===== config.mk =====
export PLATFORM = sky130hd
export DESIGN_NAME = pot_angle_wrap_average
export DESIGN_NICKNAME = d
export VERILOG_FILES = /design/src/rtl/core/paw_pkg.sv /design/src/rtl/core/pot_angle_wrap_average.sv /design/src/rtl/core/paw_front.sv /design/src/rtl/core/paw_queue.sv /design/src/rtl/core/paw_back.sv
export VERILOG_INCLUDE_DIRS = /design/src /design/src/rtl/core
export SDC_FILE = /design/constraint.sdc
export NUM_CORES = 1
export LEC_CHECK = 0
export ABC_AREA = 1
export BUFFER_PORTS_ARGS = -buffer_cell sky130_fd_sc_hd__clkbuf_2
export CORE_ASPECT_RATIO = 1.75
export CORE_MARGIN = 3
export CORE_UTILIZATION = 40
export CTS_BUF_LIST = sky130_fd_sc_hd__clkbuf_4 sky130_fd_sc_hd__clkbuf_8
export DETAILED_ROUTE_END_ITERATION = 8
export GPL_TIMING_DRIVEN = 0
export RECOVER_POWER = 100
export SYNTH_ARGS = -nofsm -noshare
export SYNTH_HDL_FRONTEND = slang
export SYNTH_SLANG_ARGS = --single-unit

===== constraint.sdc =====
create_clock -name clk_i -period 5.4 [get_ports clk_i]
set_clock_uncertainty 0.2 [all_clocks]
set_input_delay 1.08 -clock clk_i [delete_from_list [all_inputs] [get_ports clk_i]]
set_output_delay 1.08 -clock clk_i [all_outputs]
set_load 0.02 [all_outputs]

===== src/rtl/core/pot_angle_wrap_average_assert.svh =====
`ifndef POT_ANGLE_WRAP_AVERAGE_ASSERT_SVH
`define POT_ANGLE_WRAP_AVERAGE_ASSERT_SVH

// clocked property, off while reset is active
`define PAW_ASSERT(name, prop, msg) \
  name: assert property (@(posedge clk_i) disable iff (!rst_ni) prop) \
    else $error(msg);

// condition that must never hold
`define PAW_ASSERT_NEVER(name, cond, msg) \
  `PAW_ASSERT(name, !(cond), msg)

`endif


===== src/rtl/core/paw_pkg.sv =====
`default_nettype none

package paw_pkg;

  localparam int unsigned DataW   = 20;
  localparam int unsigned JumpW   = 19;
  localparam int unsigned CfgIdxW = 2;

  localparam logic [CfgIdxW-1:0] RegMin    = 2'd0;
  localparam logic [CfgIdxW-1:0] RegMax    = 2'd1;
  localparam logic [CfgIdxW-1:0] RegOffset = 2'd2;
  localparam logic [CfgIdxW-1:0] RegJump   = 2'd3;

  localparam logic [DataW-1:0] MinReset    = 20'd0;
  localparam logic [DataW-1:0] MaxReset    = 20'd5760;
  localparam logic [DataW-1:0] OffsetReset = 20'd0;
  localparam logic [JumpW-1:0] JumpReset   = 19'd4800;

  localparam logic [DataW-1:0] QMax = 20'h7FFFF;
  localparam logic [DataW-1:0] QMin = 20'h80000;

  typedef struct packed {
    logic [DataW-1:0] min_value;
    logic [DataW-1:0] max_value;
    logic [DataW-1:0] offset;
    logic [JumpW-1:0] jump_limit;
  } cfg_t;

  typedef struct packed {
    logic             valid;
    logic [DataW-1:0] value;
  } item_t;

endpackage

`default_nettype wire


===== src/rtl/core/pot_angle_wrap_average.sv =====
// channel  | valid        | ready        | payload
// config   | cfg_we_i     | (none)       | cfg_idx_i, cfg_data_i
// input    | in_valid_i   | in_ready_o   | reading_i
// output   | out_valid_o  | out_ready_i  | angle_o, averaged_o
//
// one request per clock while in_ready_o is high; a full queue holds the front
// front: jump check, offset add, wrap and saturate in two register stages
// back: running window sum, reciprocal multiply and correction in three stages
// a two-entry queue between the halves lets either side stall on its own
// reset loads config defaults and clears previous raw value, window, fill count and all valids
`default_nettype none

module pot_angle_wrap_average #(
  parameter int unsigned WINDOW = 4
) (
  input  wire logic                         clk_i,
  input  wire logic                         rst_ni,
  input  wire logic                         cfg_we_i,
  input  wire logic [paw_pkg::CfgIdxW-1:0]  cfg_idx_i,
  input  wire logic [paw_pkg::DataW-1:0]    cfg_data_i,
  input  wire logic                         in_valid_i,
  output logic                              in_ready_o,
  input  wire logic [paw_pkg::DataW-1:0]    reading_i,
  output logic                              out_valid_o,
  input  wire logic                         out_ready_i,
  output logic [paw_pkg::DataW-1:0]         angle_o,
  output logic                              averaged_o
);

  paw_pkg::cfg_t  cfg_q, cfg_d;
  paw_pkg::item_t push, pop;
  logic           push_ready, take;

  always_comb begin
    cfg_d = cfg_q;
    if (cfg_we_i) begin
      case (cfg_idx_i)
        paw_pkg::RegMin:    cfg_d.min_value  = cfg_data_i;
        paw_pkg::RegMax:    cfg_d.max_value  = cfg_data_i;
        paw_pkg::RegOffset: cfg_d.offset     = cfg_data_i;
        paw_pkg::RegJump:   cfg_d.jump_limit = cfg_data_i[paw_pkg::JumpW-1:0];
        default: ;
      endcase
    end
  end

  always_ff @(posedge clk_i or negedge rst_ni) begin
    if (!rst_ni) begin
      cfg_q.min_value  <= paw_pkg::MinReset;
      cfg_q.max_value  <= paw_pkg::MaxReset;
      cfg_q.offset     <= paw_pkg::OffsetReset;
      cfg_q.jump_limit <= paw_pkg::JumpReset;
    end else begin
      cfg_q <= cfg_d;
    end
  end

  paw_front u_front (
    .clk_i        (clk_i),
    .rst_ni       (rst_ni),
    .cfg_i        (cfg_q),
    .in_valid_i   (in_valid_i),
    .in_ready_o   (in_ready_o),
    .reading_i    (reading_i),
    .push_o       (push),
    .push_ready_i (push_ready)
  );

  paw_queue u_queue (
    .clk_i        (clk_i),
    .rst_ni       (rst_ni),
    .push_i       (push),
    .push_ready_o (push_ready),
    .pop_o        (pop),
    .pop_i        (take)
  );

  paw_back #(
    .WINDOW (WINDOW)
  ) u_back (
    .clk_i       (clk_i),
    .rst_ni      (rst_ni),
    .pop_i       (pop),
    .take_o      (take),
    .out_valid_o (out_valid_o),
    .out_ready_i (out_ready_i),
    .angle_o     (angle_o),
    .averaged_o  (averaged_o)
  );

endmodule

`default_nettype wire


===== src/rtl/core/paw_front.sv =====
`default_nettype none

module paw_front (
  input  wire logic                       clk_i,
  input  wire logic                       rst_ni,
  input  wire paw_pkg::cfg_t              cfg_i,
  input  wire logic                       in_valid_i,
  output logic                            in_ready_o,
  input  wire logic [paw_pkg::DataW-1:0]  reading_i,
  output paw_pkg::item_t                  push_o,
  input  wire logic                       push_ready_i
);

  localparam int unsigned ExtW = paw_pkg::DataW + 3;

  logic                      en;
  logic                      a_valid_q, a_valid_d;
  logic                      b_valid_q, b_valid_d;
  logic [paw_pkg::DataW-1:0] last_raw_q, last_raw_d;
  logic [paw_pkg::DataW-1:0] a_raw_q, a_raw_d;
  logic signed [ExtW-1:0]    b_v_q, b_v_d;

  logic signed [ExtW-1:0]    diff, jump_ext;
  logic                      too_big;
  logic [paw_pkg::DataW-1:0] raw_sel;

  logic signed [ExtW-1:0]    min_ext, max_ext, range, w_sub, w_add, wrapped;
  logic                      c_hi, c_lo;
  logic [paw_pkg::DataW-1:0] sat_value;

  assign en         = !b_valid_q || push_ready_i;
  assign in_ready_o = en;

  // jump check against the previous raw value
  always_comb begin
    diff     = ExtW'($signed(reading_i)) - ExtW'($signed(last_raw_q));
    jump_ext = $signed(ExtW'(cfg_i.jump_limit));
    too_big  = diff > jump_ext;
    raw_sel  = too_big ? last_raw_q : reading_i;
  end

  always_comb begin
    a_valid_d  = a_valid_q;
    b_valid_d  = b_valid_q;
    last_raw_d = last_raw_q;
    a_raw_d    = a_raw_q;
    b_v_d      = b_v_q;
    if (en) begin
      a_valid_d = in_valid_i;
      b_valid_d = a_valid_q;
      a_raw_d   = raw_sel;
      b_v_d     = ExtW'($signed(a_raw_q)) + ExtW'($signed(cfg_i.offset));
      if (in_valid_i) begin
        last_raw_d = raw_sel;
      end
    end
  end

  // wrap into [min, max] with both conditional steps evaluated side by side, then saturate
  always_comb begin
    min_ext = ExtW'($signed(cfg_i.min_value));
    max_ext = ExtW'($signed(cfg_i.max_value));
    range   = max_ext - min_ext;
    w_sub   = b_v_q - range;
    w_add   = b_v_q + range;
    c_hi    = b_v_q > max_ext;
    c_lo    = c_hi ? (w_sub < min_ext) : (b_v_q < min_ext);
    if (c_hi) begin
      wrapped = c_lo ? b_v_q : w_sub;
    end else begin
      wrapped = c_lo ? w_add : b_v_q;
    end
    if (wrapped > ExtW'($signed(paw_pkg::QMax))) begin
      sat_value = paw_pkg::QMax;
    end else if (wrapped < ExtW'($signed(paw_pkg::QMin))) begin
      sat_value = paw_pkg::QMin;
    end else begin
      sat_value = wrapped[paw_pkg::DataW-1:0];
    end
  end

  assign push_o.valid = b_valid_q;
  assign push_o.value = sat_value;

  always_ff @(posedge clk_i or negedge rst_ni) begin
    if (!rst_ni) begin
      a_valid_q  <= 1'b0;
      b_valid_q  <= 1'b0;
      last_raw_q <= '0;
    end else begin
      a_valid_q  <= a_valid_d;
      b_valid_q  <= b_valid_d;
      last_raw_q <= last_raw_d;
    end
  end

  always_ff @(posedge clk_i) begin
    a_raw_q <= a_raw_d;
    b_v_q   <= b_v_d;
  end

endmodule

`default_nettype wire


===== src/rtl/core/paw_queue.sv =====
`default_nettype none

module paw_queue (
  input  wire logic           clk_i,
  input  wire logic           rst_ni,
  input  wire paw_pkg::item_t push_i,
  output logic                push_ready_o,
  output paw_pkg::item_t      pop_o,
  input  wire logic           pop_i
);

  localparam int unsigned Depth = 2;
  localparam int unsigned PtrW  = $clog2(Depth);
  localparam int unsigned CntW  = $clog2(Depth + 1);

  logic [paw_pkg::DataW-1:0] mem_q [Depth];
  logic [PtrW-1:0]           wr_ptr_q, wr_ptr_d;
  logic [PtrW-1:0]           rd_ptr_q, rd_ptr_d;
  logic [CntW-1:0]           count_q, count_d;
  logic                      do_push, do_pop;

  assign push_ready_o = count_q != CntW'(Depth);
  assign pop_o.valid  = count_q != '0;
  assign pop_o.value  = mem_q[rd_ptr_q];

  assign do_push = push_i.valid && push_ready_o;
  assign do_pop  = pop_i && pop_o.valid;

  always_comb begin
    wr_ptr_d = wr_ptr_q;
    rd_ptr_d = rd_ptr_q;
    count_d  = count_q;
    if (do_push) begin
      wr_ptr_d = (wr_ptr_q == PtrW'(Depth - 1)) ? '0 : wr_ptr_q + 1'b1;
    end
    if (do_pop) begin
      rd_ptr_d = (rd_ptr_q == PtrW'(Depth - 1)) ? '0 : rd_ptr_q + 1'b1;
    end
    if (do_push && !do_pop) begin
      count_d = count_q + 1'b1;
    end else if (do_pop && !do_push) begin
      count_d = count_q - 1'b1;
    end
  end

  always_ff @(posedge clk_i or negedge rst_ni) begin
    if (!rst_ni) begin
      wr_ptr_q <= '0;
      rd_ptr_q <= '0;
      count_q  <= '0;
    end else begin
      wr_ptr_q <= wr_ptr_d;
      rd_ptr_q <= rd_ptr_d;
      count_q  <= count_d;
    end
  end

  always_ff @(posedge clk_i) begin
    if (do_push) begin
      mem_q[wr_ptr_q] <= push_i.value;
    end
  end

endmodule

`default_nettype wire


===== src/rtl/core/paw_back.sv =====
`default_nettype none

module paw_back #(
  parameter int unsigned WINDOW = 4
) (
  input  wire logic                      clk_i,
  input  wire logic                      rst_ni,
  input  wire paw_pkg::item_t            pop_i,
  output logic                           take_o,
  output logic                           out_valid_o,
  input  wire logic                      out_ready_i,
  output logic [paw_pkg::DataW-1:0]      angle_o,
  output logic                           averaged_o
);

  `include "pot_angle_wrap_average_assert.svh"

  localparam int unsigned DataW = paw_pkg::DataW;
  localparam int unsigned CntW  = $clog2(WINDOW + 1);
  localparam int unsigned SumW  = $clog2(WINDOW) + DataW;
  localparam logic [SumW-1:0] Bias  = SumW'(WINDOW * (1 << (DataW - 1)));
  localparam logic [SumW-1:0] Recip = SumW'((64'd1 << SumW) / WINDOW);
  localparam logic [SumW-1:0] WinC  = SumW'(WINDOW);

  logic                    en;
  logic [DataW-1:0]        win_q [WINDOW];
  logic [DataW-1:0]        win_d [WINDOW];
  logic signed [SumW-1:0]  sum_q, sum_d;
  logic [CntW-1:0]         fill_q, fill_d;
  logic signed [SumW-1:0]  new_sum;
  logic                    avg_now;

  logic                    s1_valid_q, s1_avg_q;
  logic [DataW-1:0]        s1_direct_q;
  logic [SumW-1:0]         s1_sumu_q;

  logic [2*SumW-1:0]       prod;
  logic                    s2_valid_q, s2_avg_q;
  logic [DataW-1:0]        s2_direct_q, s2_qest_q;
  logic [SumW-1:0]         s2_sumu_q;

  logic [SumW-1:0]         qw, rem;
  logic [DataW-1:0]        quo, mean;

  logic                    out_valid_q, avg_q;
  logic [DataW-1:0]        angle_q;

  assign en     = !out_valid_q || out_ready_i;
  assign take_o = en && pop_i.valid;

  // window shift and running sum
  always_comb begin
    for (int i = 0; i < int'(WINDOW) - 1; i++) begin
      win_d[i] = win_q[i+1];
    end
    win_d[WINDOW-1] = pop_i.value;
    new_sum = sum_q + SumW'($signed(pop_i.value)) - SumW'($signed(win_q[0]));
    avg_now = fill_q >= CntW'(WINDOW - 1);
    sum_d   = take_o ? new_sum : sum_q;
    fill_d  = fill_q;
    if (take_o && fill_q != CntW'(WINDOW)) begin
      fill_d = fill_q + 1'b1;
    end
  end

  // floor division by the window length through a biased reciprocal product
  assign prod = s1_sumu_q * Recip;

  always_comb begin
    qw   = SumW'(s2_qest_q) * WinC;
    rem  = s2_sumu_q - qw;
    quo  = s2_qest_q + DataW'(rem >= WinC);
    mean = {~quo[DataW-1], quo[DataW-2:0]};
  end

  always_ff @(posedge clk_i or negedge rst_ni) begin
    if (!rst_ni) begin
      for (int i = 0; i < int'(WINDOW); i++) begin
        win_q[i] <= '0;
      end
      sum_q       <= '0;
      fill_q      <= '0;
      s1_valid_q  <= 1'b0;
      s2_valid_q  <= 1'b0;
      out_valid_q <= 1'b0;
    end else begin
      if (take_o) begin
        for (int i = 0; i < int'(WINDOW); i++) begin
          win_q[i] <= win_d[i];
        end
      end
      sum_q  <= sum_d;
      fill_q <= fill_d;
      if (en) begin
        s1_valid_q  <= pop_i.valid;
        s2_valid_q  <= s1_valid_q;
        out_valid_q <= s2_valid_q;
      end
    end
  end

  always_ff @(posedge clk_i) begin
    if (en) begin
      s1_avg_q    <= avg_now;
      s1_direct_q <= pop_i.value;
      s1_sumu_q   <= SumW'(new_sum) + Bias;
      s2_avg_q    <= s1_avg_q;
      s2_direct_q <= s1_direct_q;
      s2_sumu_q   <= s1_sumu_q;
      s2_qest_q   <= prod[SumW +: DataW];
      avg_q       <= s2_avg_q;
      angle_q     <= s2_avg_q ? mean : s2_direct_q;
    end
  end

  assign out_valid_o = out_valid_q;
  assign angle_o     = angle_q;
  assign averaged_o  = avg_q;

  `PAW_ASSERT_NEVER(a_fill_range, fill_q > CntW'(WINDOW), "fill count beyond window")
  `PAW_ASSERT(a_avg_full, (s1_valid_q && s1_avg_q) |-> (fill_q == CntW'(WINDOW)), "early mean")
  `PAW_ASSERT(a_rem_bound, s2_valid_q |-> (rem < (WinC << 1)), "quotient estimate off")

endmodule

`default_nettype wire

==> summary.md <==
| Metric | Value |
|---|---|
| Status | `complete, but fails checks` |
| Violations in the final reports | `max-capacitance violations, max-slew violations, negative setup slack` |
| Most instantiated library cell after synthesis | `nand2_1` |
| Compound-Gate Fraction of Synth Area | `12.1%` |
| Final GP Congestion | `between 1 and 1.5` |
| Cell row count | `roughly 120` |
| Most frequent CP cell | `nand2_1` |
| Fin nets | `approximately 3.4k` |
| DIE AREA | `between 60000 and 70000 sq um` |
| H-tree Lvls | `2` |
| Worst slew margin | `-80.8%` |
| Dominant synthesized flop cell | `dfrtp_1` |
| Die Ht | `~330 um` |
| Avg Synthesized Cell Area | `between 8 and 9 sq um` |
| Period utilization | `112%` |
| Fmax | `roughly 0.17 GHz` |
| Clk sinks | `between 300 and 400` |
| Xor-xnor portion of the synthesized cell area | `between 3 and 4%` |
| Combinational family with the most area after synthesis | `simple AND/OR/NAND/NOR gates` |
| Largest net degree at the start of global routing | `between 100 and 150` |
| Worst slew pin tran | `around 2.7 ns` |
| Post-synth EDFFs | `184` |
| Hpwl dp | `a little over 60 mm` |
| I/O pin count | `70` |
| CP required | `~5.8 ns` |
| Post-route cell area | `28800 sq um` |
| Final Setup Violations | `40` |
| CTS Root Cell | `clkbuf_8` |
| Port bufs | `a little under 70` |
| CP peak stage delay | `approximately 0.42 ns` |
| Syn nets | `about 3.1k` |
| Slowest cell on crit path | `dfrtp_1` |
| Worst Hold Class | `register to register` |
| CP startpoint kind | `register` |
| Clk Latency, worst-skew pair | `0.69 ns` |
| Simple-Gate Fraction of Synth Area | `around a fifth` |
| Placed insts | `about 3.7k` |
| Final hold violation count | `0` |
| Cell taking the most area after synthesis | `edfxtp_1` |
| Final Max Slew Viols | `approximately 320` |
| Via Count | `20.2k` |
| Die Width | `just under 200 um` |
| Placed instance area | `25800 sq um` |
| Vias/cell | `roughly 5.2` |
| Syn Inst Count | `between 2k and 3k` |
| Antenna-violating nets left | `0` |
| Effective utilization at floorplan | `around two fifths` |
| Total GRT Usage | `a little under a quarter` |
| Global route total overflow | `0` |
| MaxCap Viol Count | `4` |
| Yosys cell types | `between 50 and 60` |
| Non-filler instance count after layout | `approximately 4k` |
| Initial antenna violation count | `1` |
| FF+latch count, synth | `roughly 400` |
| CP max FO | `10` |
| Share of cells above drive strength 1 | `16.1%` |
| Setup_tns | `-23.32 ns` |
| Core ar. | `about 60000 sq um` |
| DR WL/cell | `between 15 and 20 um` |
| Crit path buffers/inverters | `8` |
| Commonest cells in the synthesized netlist | `nand2_1 (727), inv_1 (399), o21ai_0 (263)` |
| Worst-path clk slew | `around 0.070 ns` |
| Final wirelength | `approximately 76 mm` |
| Critical Path AT | `approximately 6.4 ns` |
| Seq/Total Area, Yosys | `between 40 and 50%` |
| Mux cell area share after synthesis | `0%` |
| CTS tree | `done` |
| CP top delay family | `compound AO/OA/AOI/OAI gates` |
| Yosys top cell area share | `a little under a quarter` |
| Vias in the first global route | `21.3k` |
| TritonRoute pass-1 iters | `5` |
| Clock Path Buffers | `3` |
| Worst setup EP type | `register` |
| Cell Area, Synth | `around 24000 sq um` |
| Remaining DRCs | `0` |
| First-pass GRT wire length | `~110 mm` |
| Min Tclk post-route | `approximately 6.0 ns` |
| Synth area leaders | `edfxtp_1 (23%), dfrtp_1 (21%), nand2_1 (11%)` |
| Total CTS buffers | `60` |
| Async set or reset register ratio after synthesis | `roughly 54%` |
| Synth Area in Adders | `between 10 and 15%` |
| Unrepaired setup endpoints after global routing | `yes` |
| Final core utilization | `between 40% and 50%` |
| Yosys warnings | `0` |
| Crit Path Category | `register to register` |
| Synthesis-to-finish area growth | `18.6%` |
| Setup ws final | `-0.633 ns` |
| DRT iter0 DRCs | `about 1.1k` |
## worst paths after layout
path                                           startpoint                        endpoint  slack, ns  depth (start not counted)
hold reg to reg            u_back.s1_sumu_q[18]$_DFFE_PN_  u_back.s2_sumu_q[18]$_DFFE_PN_       0.22                          0
max in group asynchronous                          rst_ni           cfg_q[57]$_DFFE_PN0P_       1.08                          3
hold / removal             u_back.s1_sumu_q[18]$_DFFE_PN_  u_back.s2_sumu_q[18]$_DFFE_PN_       0.22                          0
min in group asynchronous                          rst_ni           cfg_q[73]$_DFFE_PN0P_       0.74                          2
setup reg to reg                    cfg_q[42]$_DFFE_PN0P_  u_queue.mem_q[1][15]$_DFFE_PP_      -0.63                         37
setup / recovery                    cfg_q[42]$_DFFE_PN0P_  u_queue.mem_q[1][15]$_DFFE_PP_      -0.63                         37
## placed cells by master (no fill, tap or decap), drive strengths merged, types with 20 or more instances in the layout
cell,n
nor2,125
a21oi,188
nand2,735
xnor2,31
xor2,74
fa,26
buf,97
dfrtp,205
nand4,32
edfxtp,184
inv,403
nand3,116
and2,20
o21ai,278
ha,211
or2,23
clkbuf,225
## through the flow
stage | hold slack [ns] | setup WS [ns]
2_1_floorplan | 0.200 | 0.00720
3_3_place_gp | 0.201 | -3.01
3_5_place_dp | 0.205 | -2.92
4_1_cts | 0.217 | -0.544
5_1_grt | 0.220 | -0.949
6_report | 0.217 | -0.633
## final cells by class
class	count	area (sq um)
antenna	1	2.50
clock buffer	93	1120
fill	5855	31300
sequential	397	10900
timing repair buffer	153	1020
clock inverter	20	163
inverter	406	1560
buffer	77	420
tap	786	983
multi-input combinational	1973	12700
## per-layer routing
layer / GRT usage, % / vias up / routed length [um]
met1: 19.2 / 9503 / 22600
met2: 47.6 / 564 / 43300
li1: - / 9846 / -
met3: 2.61 / 317 / 2070
met5: 0 / - / 0
met4: 20.7 / 0 / 8090
## what timing repair did
action | 4_1_cts | 5_1_grt
gates cloned | 0 | 1
hold buffers | 1 | 0
endpoints found under the setup margin | 70 | 80
hold endpoints to repair | 1 | 0
setup buffers | 45 | 31
gates resized for setup | 197 | 97
pin swaps | 59 | 43
## sequential cells by signal, summed over array words and instances, names as in the netlist, 2 cells and up
signal,cells
u_back.angle_o,20
u_back.s1_direct_q,20
u_back.win_q,20
u_back.fill_q,3
u_front.last_raw_q,20
u_queue.mem_q,40
u_back.s1_sumu_q,20
u_back.s2_sumu_q,20
u_front.b_v_q,21
cfg_q,79
u_back.s2_direct_q,20
u_back.win_d,60
u_back.sum_q,22
u_queue.count_q,2
u_front.a_raw_q,20
## logic make-up after synthesis
family,Yosys count
simple gates,1083
compound gates,548
buf+inv,484
flops,397
fa+ha+maj,237
xor+xnor,105
## worst register-to-register path, delay by kind of cell (launching register included)
kind,cells,cell delay [ns]
buffers and inverters,8,0.88
and+or+nand+nor,13,1.29
adders and majority gates,3,0.84
DFF,1,0.42
AOI/OAI and AO/OA,11,1.90
xor gates and xnor gates,2,0.39
Power is left out: the tool's default activity adds up to more than one toggle a clock period on the data nets, which glitch-free logic cannot reach.
